<file path="src/rtl/core/joint_impedance_torque_step_macros.svh">
// Assertion macros shared by the block's RTL.
// Simulation builds get checking properties; synthesis builds get nothing.
`ifndef JOINT_IMPEDANCE_TORQUE_STEP_MACROS_SVH
`define JOINT_IMPEDANCE_TORQUE_STEP_MACROS_SVH

`ifndef SYNTHESIS

`define JITS_ASSERT_IMPLY(lbl, clk, rst_n, ante, cons) \
	lbl: assert property (@(posedge clk) disable iff (!rst_n) (ante) |-> (cons)) \
		else $error("same-cycle implication failed");

`define JITS_ASSERT_NEXT(lbl, clk, rst_n, ante, cons) \
	lbl: assert property (@(posedge clk) disable iff (!rst_n) (ante) |=> (cons)) \
		else $error("next-cycle implication failed");

`else

`define JITS_ASSERT_IMPLY(lbl, clk, rst_n, ante, cons)

`define JITS_ASSERT_NEXT(lbl, clk, rst_n, ante, cons)

`endif

`endif

</file>
<file path="src/rtl/core/jits_pkg.sv">
package jits_pkg;

	localparam int MUL_A_W = 18;
	localparam int MUL_B_W = 17;
	localparam int ACC_W   = 36;

	typedef struct packed {
		logic signed [15:0] vel;
		logic signed [15:0] tgt;
	} state_word_t;

	typedef struct packed {
		logic en;
		logic accum;
	} mac_ctrl_t;

	localparam logic [2:0] REG_STIFF_LO  = 3'd0;
	localparam logic [2:0] REG_STIFF_HI  = 3'd1;
	localparam logic [2:0] REG_DAMP_LO   = 3'd2;
	localparam logic [2:0] REG_DAMP_HI   = 3'd3;
	localparam logic [2:0] REG_MAX_ERR   = 3'd4;
	localparam logic [2:0] REG_STEP_LIM  = 3'd5;
	localparam logic [2:0] REG_VEL_ALPHA = 3'd6;
	localparam logic [2:0] REG_TGT_ALPHA = 3'd7;

	localparam logic [63:0] RST_STIFF_LO  = 64'h2580_2580_2580_2580;
	localparam logic [47:0] RST_STIFF_HI  = 48'h0320_0960_0FA0;
	localparam logic [63:0] RST_DAMP_LO   = 64'h0320_0320_0320_0320;
	localparam logic [47:0] RST_DAMP_HI   = 48'h00F0_0190_01E0;
	localparam logic [14:0] RST_MAX_ERR   = 15'd819;
	localparam logic [14:0] RST_STEP_LIM  = 15'd64;
	localparam logic [15:0] RST_VEL_ALPHA = 16'd64881;
	localparam logic [15:0] RST_TGT_ALPHA = 16'd62259;

	localparam logic signed [ACC_W-1:0] RND16 = 36'sd32768;
	localparam logic signed [ACC_W-1:0] RND10 = 36'sd512;

endpackage

</file>
<file path="src/rtl/core/jits_state_mem.sv">
module jits_state_mem #(
	parameter int DEPTH = 7,
	parameter int AW = (DEPTH > 1) ? $clog2(DEPTH) : 1
) (
	input  logic                  clk,
	input  logic                  arst_n,
	input  logic                  rd_en,
	input  logic [AW-1:0]         rd_addr,
	output jits_pkg::state_word_t rd_data,
	input  logic                  wr_en,
	input  logic [AW-1:0]         wr_addr,
	input  jits_pkg::state_word_t wr_data
);
	import jits_pkg::*;

	// Entries that were never written since reset read as zero.
	state_word_t mem [DEPTH];
	state_word_t rdata_q;
	logic        rvld_q;
	logic [DEPTH-1:0] vld_q;

	always_ff @(posedge clk) begin
		if (wr_en) begin
			mem[wr_addr] <= wr_data;
		end
	end

	always_ff @(posedge clk) begin
		if (rd_en) begin
			rdata_q <= mem[rd_addr];
			rvld_q  <= vld_q[rd_addr];
		end
	end

	always_ff @(posedge clk or negedge arst_n) begin
		if (!arst_n) begin
			vld_q <= '0;
		end else if (wr_en) begin
			vld_q[wr_addr] <= 1'b1;
		end
	end

	assign rd_data = rvld_q ? rdata_q : '0;

endmodule

</file>
<file path="src/rtl/core/jits_mac.sv">
module jits_mac (
	input  logic                                 clk,
	input  jits_pkg::mac_ctrl_t                  ctrl,
	input  logic signed [jits_pkg::MUL_A_W-1:0]  mul_a,
	input  logic signed [jits_pkg::MUL_B_W-1:0]  mul_b,
	output logic signed [jits_pkg::ACC_W-1:0]    acc
);
	import jits_pkg::*;

	logic signed [MUL_A_W+MUL_B_W-1:0] prod;
	logic signed [ACC_W-1:0]           acc_q;

	assign prod = mul_a * mul_b;

	always_ff @(posedge clk) begin
		if (ctrl.en) begin
			acc_q <= ctrl.accum ? acc_q + ACC_W'(prod) : ACC_W'(prod);
		end
	end

	assign acc = acc_q;

endmodule

</file>
<file path="src/rtl/core/joint_impedance_torque_step.sv">
// Joint impedance torque step with torque rate limit.
// Input words carry one joint sample; each accepted input word yields exactly
// one output word (joint index, torque command, clip flag), in order.
// Both channels use valid/stall; a word moves when valid is high and stall low.
// A control update steps through states V0, V1, T0, T1, D, CLIP, K and TAU:
// one shared 18x17 multiply-accumulate unit runs six products in sequence, and
// the per-joint filter state is read from and written back to one small memory.
// Start commands and out-of-range joints go straight to the output state S_OUT.
// One word is in flight at a time, so no new input word is taken until the
// current one has left the output state. The input is taken while a finished
// output word still waits, and the block holds in its last step while the
// output register is occupied and stalled. A stalled output word holds its value.
// Reset clears the filter state of every joint to zero and loads the default
// gains, limits and filter weights. Configuration writes take effect at once;
// the user must make them only while no word is in flight, unchecked by the block.
`include "joint_impedance_torque_step_macros.svh"

module joint_impedance_torque_step #(
	parameter int NUM_JOINTS = 7
) (
	input  logic               clk,
	input  logic               arst_n,
	input  logic               cfg_wen,
	input  logic [2:0]         cfg_idx,
	input  logic [63:0]        cfg_wdata,
	input  logic               in_valid,
	output logic               in_stall,
	input  logic               cmd,
	input  logic [2:0]         joint,
	input  logic signed [15:0] pos_meas,
	input  logic signed [15:0] vel_meas,
	input  logic signed [15:0] pos_goal,
	input  logic signed [15:0] vel_goal,
	input  logic signed [15:0] coriolis_torque,
	input  logic signed [15:0] torque_last,
	output logic               out_valid,
	input  logic               out_stall,
	output logic [2:0]         joint_out,
	output logic signed [15:0] torque_cmd,
	output logic               error_clipped
);
	import jits_pkg::*;

	localparam int AW = (NUM_JOINTS > 1) ? $clog2(NUM_JOINTS) : 1;

	localparam logic [3:0] S_IDLE = 4'd0;
	localparam logic [3:0] S_V0   = 4'd1;
	localparam logic [3:0] S_V1   = 4'd2;
	localparam logic [3:0] S_T0   = 4'd3;
	localparam logic [3:0] S_T1   = 4'd4;
	localparam logic [3:0] S_D    = 4'd5;
	localparam logic [3:0] S_CLIP = 4'd6;
	localparam logic [3:0] S_K    = 4'd7;
	localparam logic [3:0] S_TAU  = 4'd8;
	localparam logic [3:0] S_OUT  = 4'd9;

	function automatic logic signed [15:0] sat16(input logic signed [ACC_W-1:0] v);
		if (v > 36'sd32767) begin
			return 16'sh7FFF;
		end else if (v < -36'sd32768) begin
			return 16'sh8000;
		end
		return v[15:0];
	endfunction

	function automatic logic [15:0] gain_of(input logic [63:0] lo, input logic [47:0] hi,
			input logic [2:0] j);
		case (j)
			3'd0: return lo[15:0];
			3'd1: return lo[31:16];
			3'd2: return lo[47:32];
			3'd3: return lo[63:48];
			3'd4: return hi[15:0];
			3'd5: return hi[31:16];
			3'd6: return hi[47:32];
			default: return 16'd0;
		endcase
	endfunction

	logic [63:0] stiff_lo_q;
	logic [47:0] stiff_hi_q;
	logic [63:0] damp_lo_q;
	logic [47:0] damp_hi_q;
	logic [14:0] max_err_q;
	logic [14:0] step_lim_q;
	logic [15:0] vel_alpha_q;
	logic [15:0] tgt_alpha_q;

	logic [3:0] state_q;
	logic       out_valid_q;

	logic [2:0]         joint_q;
	logic signed [15:0] pos_q;
	logic signed [15:0] vel_q;
	logic signed [15:0] goal_q;
	logic signed [15:0] vgoal_q;
	logic signed [15:0] cor_q;
	logic signed [15:0] last_q;
	logic               byp_q;
	logic               clipped_q;
	logic signed [15:0] vf_q;
	logic signed [16:0] verr_q;
	logic signed [15:0] tg_q;
	logic signed [16:0] err_q;
	logic signed [26:0] tau_q;

	logic [2:0]         joint_out_q;
	logic signed [15:0] torque_q;
	logic               clip_out_q;

	logic in_acc;
	logic in_range;
	logic out_load;

	state_word_t rd_data;
	state_word_t wr_data;
	logic        mem_re;
	logic        mem_we;
	logic [AW-1:0] wr_addr;

	mac_ctrl_t                 mac_ctrl;
	logic signed [MUL_A_W-1:0] mul_a;
	logic signed [MUL_B_W-1:0] mul_b;
	logic signed [ACC_W-1:0]   acc;

	logic signed [ACC_W-1:0] acc_sh16;
	logic signed [ACC_W-1:0] acc_sh10;

	logic signed [17:0] err0;
	logic signed [17:0] me18;
	logic signed [17:0] tcl;
	logic signed [17:0] errf;
	logic signed [15:0] tgf;
	logic               over;

	logic signed [27:0] lim28;
	logic signed [27:0] diff;
	logic signed [27:0] dcl;
	logic signed [27:0] sum28;
	logic signed [15:0] res;
	logic signed [27:0] res_delta;

	assign in_stall = (state_q != S_IDLE);
	assign in_acc   = in_valid && !in_stall;
	assign in_range = (32'(joint) < NUM_JOINTS);
	assign out_load = (state_q == S_OUT) && (!out_valid_q || !out_stall);

	always_ff @(posedge clk or negedge arst_n) begin
		if (!arst_n) begin
			stiff_lo_q  <= RST_STIFF_LO;
			stiff_hi_q  <= RST_STIFF_HI;
			damp_lo_q   <= RST_DAMP_LO;
			damp_hi_q   <= RST_DAMP_HI;
			max_err_q   <= RST_MAX_ERR;
			step_lim_q  <= RST_STEP_LIM;
			vel_alpha_q <= RST_VEL_ALPHA;
			tgt_alpha_q <= RST_TGT_ALPHA;
		end else if (cfg_wen) begin
			case (cfg_idx)
				REG_STIFF_LO:  stiff_lo_q  <= cfg_wdata;
				REG_STIFF_HI:  stiff_hi_q  <= cfg_wdata[47:0];
				REG_DAMP_LO:   damp_lo_q   <= cfg_wdata;
				REG_DAMP_HI:   damp_hi_q   <= cfg_wdata[47:0];
				REG_MAX_ERR:   max_err_q   <= cfg_wdata[14:0];
				REG_STEP_LIM:  step_lim_q  <= cfg_wdata[14:0];
				REG_VEL_ALPHA: vel_alpha_q <= cfg_wdata[15:0];
				REG_TGT_ALPHA: tgt_alpha_q <= cfg_wdata[15:0];
				default: ;
			endcase
		end
	end

	always_ff @(posedge clk or negedge arst_n) begin
		if (!arst_n) begin
			state_q <= S_IDLE;
		end else begin
			case (state_q)
				S_IDLE: begin
					if (in_acc) begin
						state_q <= (in_range && !cmd) ? S_V0 : S_OUT;
					end
				end
				S_V0:   state_q <= S_V1;
				S_V1:   state_q <= S_T0;
				S_T0:   state_q <= S_T1;
				S_T1:   state_q <= S_D;
				S_D:    state_q <= S_CLIP;
				S_CLIP: state_q <= S_K;
				S_K:    state_q <= S_TAU;
				S_TAU:  state_q <= S_OUT;
				S_OUT: begin
					if (out_load) begin
						state_q <= S_IDLE;
					end
				end
				default: state_q <= S_IDLE;
			endcase
		end
	end

	always_ff @(posedge clk or negedge arst_n) begin
		if (!arst_n) begin
			out_valid_q <= 1'b0;
		end else if (out_load) begin
			out_valid_q <= 1'b1;
		end else if (!out_stall) begin
			out_valid_q <= 1'b0;
		end
	end

	assign mem_re  = in_acc && in_range && !cmd;
	assign mem_we  = (in_acc && in_range && cmd) || (state_q == S_CLIP);
	assign wr_addr = (state_q == S_CLIP) ? AW'(joint_q) : AW'(joint);

	always_comb begin
		if (state_q == S_CLIP) begin
			wr_data.vel = vf_q;
			wr_data.tgt = tgf;
		end else begin
			wr_data.vel = '0;
			wr_data.tgt = pos_meas;
		end
	end

	jits_state_mem #(
		.DEPTH(NUM_JOINTS)
	) u_state_mem (
		.clk     (clk),
		.arst_n  (arst_n),
		.rd_en   (mem_re),
		.rd_addr (AW'(joint)),
		.rd_data (rd_data),
		.wr_en   (mem_we),
		.wr_addr (wr_addr),
		.wr_data (wr_data)
	);

	always_comb begin
		mac_ctrl.en    = 1'b0;
		mac_ctrl.accum = 1'b0;
		mul_a          = '0;
		mul_b          = '0;
		case (state_q)
			S_V0: begin
				mac_ctrl.en = 1'b1;
				mul_a = MUL_A_W'(18'sd65536 - $signed({2'b00, vel_alpha_q}));
				mul_b = MUL_B_W'(rd_data.vel);
			end
			S_V1: begin
				mac_ctrl.en    = 1'b1;
				mac_ctrl.accum = 1'b1;
				mul_a = $signed({2'b00, vel_alpha_q});
				mul_b = MUL_B_W'(vel_q);
			end
			S_T0: begin
				mac_ctrl.en = 1'b1;
				mul_a = $signed({2'b00, tgt_alpha_q});
				mul_b = MUL_B_W'(rd_data.tgt);
			end
			S_T1: begin
				mac_ctrl.en    = 1'b1;
				mac_ctrl.accum = 1'b1;
				mul_a = MUL_A_W'(18'sd65536 - $signed({2'b00, tgt_alpha_q}));
				mul_b = MUL_B_W'(goal_q);
			end
			S_D: begin
				mac_ctrl.en = 1'b1;
				mul_a = $signed({2'b00, gain_of(damp_lo_q, damp_hi_q, joint_q)});
				mul_b = verr_q;
			end
			S_K: begin
				mac_ctrl.en    = 1'b1;
				mac_ctrl.accum = 1'b1;
				mul_a = $signed({2'b00, gain_of(stiff_lo_q, stiff_hi_q, joint_q)});
				mul_b = err_q;
			end
			default: ;
		endcase
	end

	jits_mac u_mac (
		.clk   (clk),
		.ctrl  (mac_ctrl),
		.mul_a (mul_a),
		.mul_b (mul_b),
		.acc   (acc)
	);

	assign acc_sh16 = (acc + RND16) >>> 16;
	assign acc_sh10 = (acc + RND10) >>> 10;

	// The target is pulled back to within max_error of the measured position.
	assign err0 = 18'(tg_q) - 18'(pos_q);
	assign me18 = $signed({3'b000, max_err_q});
	assign over = (err0 > me18) || (-err0 > me18);
	assign tcl  = (err0 < 18'sd0) ? 18'(pos_q) - me18 : 18'(pos_q) + me18;
	assign tgf  = over ? sat16(ACC_W'(tcl)) : tg_q;
	assign errf = 18'(tgf) - 18'(pos_q);

	assign lim28 = $signed({13'd0, step_lim_q});
	assign diff  = 28'(tau_q) - 28'(last_q);
	assign dcl   = (diff > lim28) ? lim28 : ((diff < -lim28) ? -lim28 : diff);
	assign sum28 = 28'(last_q) + dcl;
	assign res   = byp_q ? last_q : sat16(ACC_W'(sum28));
	assign res_delta = 28'(res) - 28'(last_q);

	always_ff @(posedge clk) begin
		case (state_q)
			S_IDLE: begin
				if (in_acc) begin
					joint_q   <= joint;
					pos_q     <= pos_meas;
					vel_q     <= vel_meas;
					goal_q    <= pos_goal;
					vgoal_q   <= vel_goal;
					cor_q     <= coriolis_torque;
					last_q    <= torque_last;
					byp_q     <= !(in_range && !cmd);
					clipped_q <= 1'b0;
				end
			end
			S_T0: vf_q <= sat16(acc_sh16);
			S_T1: verr_q <= 17'(vgoal_q) - 17'(vf_q);
			S_D: tg_q <= sat16(acc_sh16);
			S_CLIP: begin
				err_q     <= errf[16:0];
				clipped_q <= over;
			end
			S_TAU: tau_q <= 27'(acc_sh10) + 27'(cor_q);
			default: ;
		endcase
	end

	always_ff @(posedge clk) begin
		if (out_load) begin
			joint_out_q <= joint_q;
			torque_q    <= res;
			clip_out_q  <= clipped_q && !byp_q;
		end
	end

	assign out_valid     = out_valid_q;
	assign joint_out     = joint_out_q;
	assign torque_cmd    = torque_q;
	assign error_clipped = clip_out_q;

	`JITS_ASSERT_NEXT(a_busy_after_accept, clk, arst_n, in_acc, in_stall)
	`JITS_ASSERT_IMPLY(a_write_slot, clk, arst_n, mem_we, (state_q == S_CLIP) || (in_acc && cmd))
	`JITS_ASSERT_IMPLY(a_rate_limit, clk, arst_n, out_load, (res_delta <= lim28) && (res_delta >= -lim28))
	`JITS_ASSERT_IMPLY(a_bypass_unclipped, clk, arst_n, out_load && byp_q, !clipped_q)

endmodule
</file>
<file path="config.mk">
export PLATFORM = sky130hd
export DESIGN_NAME = joint_impedance_torque_step
export DESIGN_NICKNAME = d
export VERILOG_FILES = /design/src/rtl/core/jits_pkg.sv /design/src/rtl/core/jits_state_mem.sv /design/src/rtl/core/jits_mac.sv /design/src/rtl/core/joint_impedance_torque_step.sv
export VERILOG_INCLUDE_DIRS = /design/src /design/src/rtl/core
export SDC_FILE = /design/constraint.sdc
export NUM_CORES = 2
export LEC_CHECK = 0
export ABC_AREA = 1
export CORE_MARGIN = 1
export CORE_UTILIZATION = 45
export DETAILED_ROUTE_END_ITERATION = 12
export DONT_BUFFER_PORTS = 1
export MAX_ROUTING_LAYER = met4
export SETUP_SLACK_MARGIN = 0.4
export SYNTH_ARGS = -nofsm -noshare
export SYNTH_HDL_FRONTEND = slang
export SYNTH_SLANG_ARGS = --single-unit
export TNS_END_PERCENT = 30
</file>
<file path="constraint.sdc">
create_clock -name clk -period 10 [get_ports clk]
set_clock_uncertainty 0.1 [all_clocks]
set_input_delay 1 -clock clk [delete_from_list [all_inputs] [get_ports clk]]
set_output_delay 1 -clock clk [all_outputs]
set_load 0.01 [all_outputs]
</file>
# Yosys cells after proc, flatten, opt, wreduce, memory -nomap -nowiden
# Memories as Yosys holds them, arrays and structs flattened. A register that Yosys moved wholly into a read port is not among the register bits.
# Index checks and enable logic that the tools add are counted.
[op_classes]
addsub = 15
mul = 1
order_cmp = 15
eq_ne = 25
mux = 47
bitwise = 1
reduce_logical = 35
[ops]
columns = ["op", "count"]
rows = [
  ["16-bit one-hot mux with 7 select lines", 2],
  ["16-bit 2-to-1 mux", 12],
  ["18-bit one-hot mux with 6 select lines", 1],
  ["17-bit one-hot mux with 6 select lines", 1],
  ["16-bit by 16-bit subtractor with 17-bit output", 4],
  ["32-bit 2-to-1 mux", 2],
  ["28-bit 2-to-1 mux", 2],
  ["4-bit one-hot mux with 10 select lines", 1],
  ["36-bit by 11-bit adder with 36-bit output (second input constant)", 1],
  ["36-bit by 17-bit adder with 36-bit output (second input constant)", 1],
  ["36-bit by 35-bit adder with 36-bit output", 1],
  ["36-bit 2-to-1 mux", 1],
  ["17-bit by 16-bit subtractor with 18-bit output (first input constant)", 2],
  ["18-bit by 17-bit multiplier with 35-bit output", 1],
  ["16-bit by 28-bit adder with 28-bit output", 1],
  ["28-bit by 16-bit > comparator with 1-bit output", 1],
  ["28-bit by 16-bit > comparator with 1-bit output (second input constant)", 1],
  ["28-bit by 16-bit < comparator with 1-bit output (second input constant)", 1],
  ["28-bit < comparator", 1],
  ["15-bit negation with 28-bit output", 1],
  ["27-bit by 16-bit subtractor with 28-bit output", 1],
  ["26-bit by 16-bit adder with 27-bit output", 1],
  ["2-bit AND reduction", 11],
  ["3-bit == test (second input constant)", 7],
  ["37 further kinds", 81],
]
[totals]
reg_bits = 549
ram_bits = 224
in_bits = 172
word_cells = 170
n_memories = 1
[mem_list]
columns = ["name", "depth", "word_bits", "rd", "rd_clocked_by_memory_dff", "write_ports", "line", "source"]
rows = [
  ["u_state_mem.mem", 7, 32, 1, 1, 1, "jits_state_mem.sv:17", "state_word_t mem [DEPTH];"],
]

# Longest topological paths before layout
[logic_depth]
word_depth = 10
mapped_depth = 56
ltp_nobuf = 55

# Hierarchy
# A second synthesis with hierarchy kept.
[unflattened]
hier_cells = 7269
hier_area_um2 = 60078.9
[by_module_without_submodules]
columns = ["module", "n_inst", "cells_per_inst", "area_each_um2", "seq_area_each_um2"]
rows = [
  ["joint_impedance_torque_step", 1, 3975, 32567.5, 13808.2],
  ["jits_mac", 1, 2295, 16513.3, 1081.0],
  ["jits_state_mem", 1, 999, 10998.0, 7892.6],
]

# Worst setup path before layout
# OpenSTA, ideal clock, no wires.
[synth_timing]
kind = "flip-flop to flip-flop"
start = "register state_q[3]"
end = "register u_mac.acc_q[31], in the netlist u_mac.acc[31], data pin"
setup_time_ns = 0.270
arrival_ns = 9.108
path_slack_ns = 0.521
stages_incl_launch_ff = 45
path_buffers = 3
period_less_slack_ns = 9.479
cell_sequence = "dfrtp_1 -> nor2_1 -> inv_1 -> nor2_1 -> inv_1 -> nor2_1 -> buf_2 -> nand2_1 -> inv_1 -> nor4_1 -> inv_1 -> clkbuf_1 -> nand2_1 -> fa_1 -> fa_1 -> fa_1 -> inv_1 -> fa_1 -> (+9 left out) -> nand2_1 -> nand2_1 -> nand2_1 -> a21oi_1 -> xnor2_1 -> ha_1 -> clkbuf_1 -> nand2_1 -> nor2_1 -> inv_1 -> nor2_1 -> nand2_1 -> o21ai_0 -> a21oi_1 -> o21ai_0 -> o21ai_0 -> a21oi_1 -> a21oi_1"
[synth_between]
elab_chain_len = 5
elab_cells_between_ends = 13
[synth_lines]
columns = ["element", "line", "source"]
rows = [
  ["from (decl)", "joint_impedance_torque_step.sv:89", "logic [3:0] state_q;"],
  ["from (signal assigned)", "joint_impedance_torque_step.sv:180", "state_q <= (in_range && !cmd) ? S_V0 : S_OUT;"],
  ["4-bit by 3-bit == test with 1-bit output (tied with other cells)", "joint_impedance_torque_step.sv:243", "case (state_q)"],
  ["18-bit one-hot mux with 6 select lines or 17-bit one-hot mux with 6 select lines (tied branches)", "joint_impedance_torque_step.sv:243", ""],
  ["18-bit by 17-bit multiplier with 35-bit output", "jits_mac.sv:13", "assign prod = mul_a * mul_b;"],
  ["36-bit by 35-bit adder with 36-bit output", "jits_mac.sv:17", "acc_q <= ctrl.accum ? acc_q + ACC_W'(prod) : ACC_W'(prod);"],
  ["36-bit 2-to-1 mux *", "jits_mac.sv:17", ""],
  ["to (signal assigned)", "jits_mac.sv:17", ""],
  ["to (decl)", "jits_mac.sv:11", "logic signed [ACC_W-1:0] acc_q;"],
]
# Every way passes the cells marked *; elsewhere a longest branch is shown, timed or not.
# A chain may end at the register's enable or synchronous reset.

# Final worst setup path
[layout_timing]
start = "register joint_q[1]"
end = "register u_mac.acc_q[25], in the netlist u_mac.acc[25], data pin"
[layout_between]
elab_chain_len = 6
elab_cells_between_ends = 13
[layout_lines]
columns = ["element", "line", "source"]
rows = [
  ["from (decl)", "joint_impedance_torque_step.sv:92", "logic [2:0] joint_q;"],
  ["from (signal assigned)", "joint_impedance_torque_step.sv:311", "joint_q <= joint;"],
  ["3-bit == test (tied with other cells)", "joint_impedance_torque_step.sv:68", "case (j)"],
  ["16-bit one-hot mux with 7 select lines", "joint_impedance_torque_step.sv:68", ""],
  ["18-bit one-hot mux with 6 select lines *", "joint_impedance_torque_step.sv:243", ""],
  ["18-bit by 17-bit multiplier with 35-bit output *", "jits_mac.sv:13", ""],
  ["36-bit by 35-bit adder with 36-bit output", "jits_mac.sv:17", ""],
  ["36-bit 2-to-1 mux *", "jits_mac.sv:17", ""],
]
# Marks and branches as above.

==> impl_metrics.tcl <==
set metrics [dict create \
    syn_area_um2 55700 \
    start_util 0.456 \
    synth.avg_cell_area_um2 8.66 \
    synth_warnings 0 \
    cts.reportedPaths.clkPinSlew_ns 0.06 \
    drc 0 \
    ys.flop_type "edfxtp_1" \
    grt_util_all_layers 0.294 \
    tightest_slew_ns 1.28 \
    wl_per_cell_um 21.8 \
    drt_iter0_drc 4309 \
    syn-num-nets 7224 \
    cts_tree "yes" \
    wl_um 180000 \
    critPathRequiredTime_ns 10.36 \
    chipWidth_um 354 \
    synth_cell_types 73 \
    core_um2 122000 \
    fin_nets 7350 \
    critPathTopFamily "adder cells" \
    cp_slowest_cell "fa_1" \
    clock-sinks 805 \
    cts_root_buffer "clkbuf_16" \
    holdCritPathClass "in -> async" \
    post-route-util 0.517 \
    async_flop_share 0.370 \
    yosys-top-cells-area "edfxtp_1 27%, dfrtp_1 9.8%, nand2_1 9.7%" \
    cts.path.max_buffers 3 \
    grt_max_degree 219 \
    timing.fmax_mhz 107 \
    vias 45500 \
    final_cell_mix "1410 x nand2_1, 972 x inv_1, 507 x edfxtp_1" \
    die_h_um 354 \
    nFillCells 11400 \
    arrival_ns 9.70 \
    numCtsBuffers 88 \
    crit_fanout 7 \
    cap_violations 0 \
    synth_edf_count 507 \
    critPathLaunchType "flip-flop" \
    post-route-period-util 0.934 \
    timing.hold.ws_ns 0.0469 \
    drive_gt1_frac 0.113 \
    gp_congestion 1.01 \
    min_period_ns 9.34 \
    grt_overflow 0 \
    setup_viol 0 \
    grt_pass1_wl_um 272000 \
    grt_pass1_vias 44000 \
    crit_buf_inv 9 \
    antenna_found_initial 7 \
    seq_area_frac_synth 0.409 \
    cpMostUsedCell "nand2_1" \
    boundaryPins 194 \
    max_stage_delay_ns 0.60 \
    final_hold_viol_count 0 \
    floorplan.rows 128 \
    clock_latency_ns 0.72 \
    via_per_inst 5.51 \
    slew_viol_final 0 \
    outcome "completed" \
    place_hpwl_um 136000 \
    yosysTopAreaCellShare 0.273 \
    ant_nets 0 \
    h-tree-depth 3 \
    die_area_um2 125000 \
    endpoint_kind "flip-flop" \
    final_common_cell "nand2_1" \
    synth-seq-cells 805 \
    post-synth-top-area-cell "edfxtp_1" \
    synthCells 6434 \
    crit_type "reg -> reg" \
    maxSlewHeadroom 0.137 \
    drtPass1Iterations 6 \
    rsz0062_at_grt "yes" \
    areaGrowthSynthToFinish_pct 13.4 \
    port_buffers 0 \
]
[area by class of cell]
class / instances / area, um^2 / share of cell area
clock buffers: 118 / 2380 / 0.0378
flip-flops and latches: 805 / 22800 / 0.361
repair buffers: 227 / 1890 / 0.0299
diodes: 3 / 7.51 / 0.000119
well taps: 1625 / 2030 / 0.0322
clock inverters: 47 / 549 / 0.00870
inverters: 1011 / 3830 / 0.0607
multi-input cells: 4427 / 29700 / 0.470
[worst paths after layout]
kind	slack, ns	startpoint	cells after the start	end
worst max-delay path	0.66	joint_q[1]	42	u_mac.acc[25]
worst min-delay path	0.05	arst_n	0	damp_lo_q[53]
worst max register to register	0.66	joint_q[1]	42	u_mac.acc[25]
worst min register to register	0.36	u_state_mem.vld_q[5]	2	u_state_mem.vld_q[5]
max in group asynchronous	8.52	arst_n	1	u_state_mem.vld_q[1]
min in group clk	0.27	vel_meas[4]	0	vel_q[4]
[worst reg2reg max path, delay by kind of cell (launching register included)]
kind                     cells  cell delay [ns]
AND/OR/NAND/NOR             16             2.04
AO/OA/AOI/OAI                8             1.56
flip-flops                   1             0.44
adder cells (fa/ha/maj)      8             3.74
buffers and inverters        9             1.11
XOR/XNOR                     1             0.13
[cell families (layout without fill, tap and decap cells)]
| group | after synthesis | count (layout) | synth area share |
|---|---|---|---|
| AND/OR/NAND/NOR | 2397 | 2397 | 0.179 |
| buffers and inverters | 1202 | 1403 | 0.0822 |
| AO/OA/AOI/OAI | 1201 | 1201 | 0.126 |
| flip-flops | 805 | 805 | 0.409 |
| adder cells (fa/ha/maj) | 618 | 618 | 0.170 |
| XOR/XNOR | 209 | 209 | 0.0335 |
| multiplexers | 2 | 2 | 0.000427 |
| other | 0 | 3 | 0 |
[state kept, by name, summed over array words and instances (netlist names), 17 cells and up]
name                 flops
u_mac.acc               36
tau_q                   27
stiff_hi_q              48
damp_lo_q               64
err_q                   17
damp_hi_q               48
verr_q                  17
u_state_mem.rdata_q     32
u_state_mem.mem        224
stiff_lo_q              64
[Yosys cell counts (17+ instances only)]
| master | number |
|---|---|
| nor2_1 | 490 |
| nor4_1 | 27 |
| a21oi_1 | 344 |
| fa_1 | 232 |
| a22o_1 | 44 |
| xor2_1 | 143 |
| nand3_1 | 187 |
| a221oi_1 | 63 |
| a31oi_1 | 27 |
| dfstp_2 | 80 |
| clkbuf_1 | 157 |
| a22oi_1 | 54 |
| dfrtp_1 | 218 |
| nand4_1 | 78 |
| and2_1 | 20 |
| nand2_1 | 1443 |
| o21ai_0 | 518 |
| inv_1 | 993 |
| edfxtp_1 | 507 |
| or2_2 | 51 |
| a21boi_0 | 17 |
| o211ai_1 | 48 |
| xnor2_1 | 61 |
| ha_1 | 386 |
| nor3_1 | 46 |
[layer usage]
layer | up-vias | routed length, um | track usage
met1 | 22100 | 77500 | 0.390
met5 | - | 0 | -
met4 | 0 | 5490 | 0.0870
li1 | 21500 | - | -
met3 | 261 | 12800 | 0.0453
met2 | 1651 | 84300 | 0.465
[metrics by stage]
| step | worst slack [ns] | setup TNS (ns) | std cells | cell area, um^2 |
|---|---|---|---|---|
| floorplan | 0.521 | 0 | 6434 | 55700 |
| global placement | -0.107 | -0.273 | 8038 | 58500 |
| detailed placement | -0.240 | -1.14 | 8038 | 58500 |
| CTS | 0.410 | 0 | 8214 | 61700 |
| global route | 0.210 | 0 | 8263 | 63100 |
| finish | 0.656 | 0 | 8263 | 63100 |
[timing repair]
item	4_1_cts	5_1_grt
endpoints found under the setup margin	16	22
buffers inserted	9	46
resized for setup	52	221
endpoints found under the hold margin	218	0
pin swaps	11	129
hold buffers	2	0
Power is left out: the tool's default activity adds up to more than one toggle a clock period on the data nets, which glitch-free logic cannot reach.
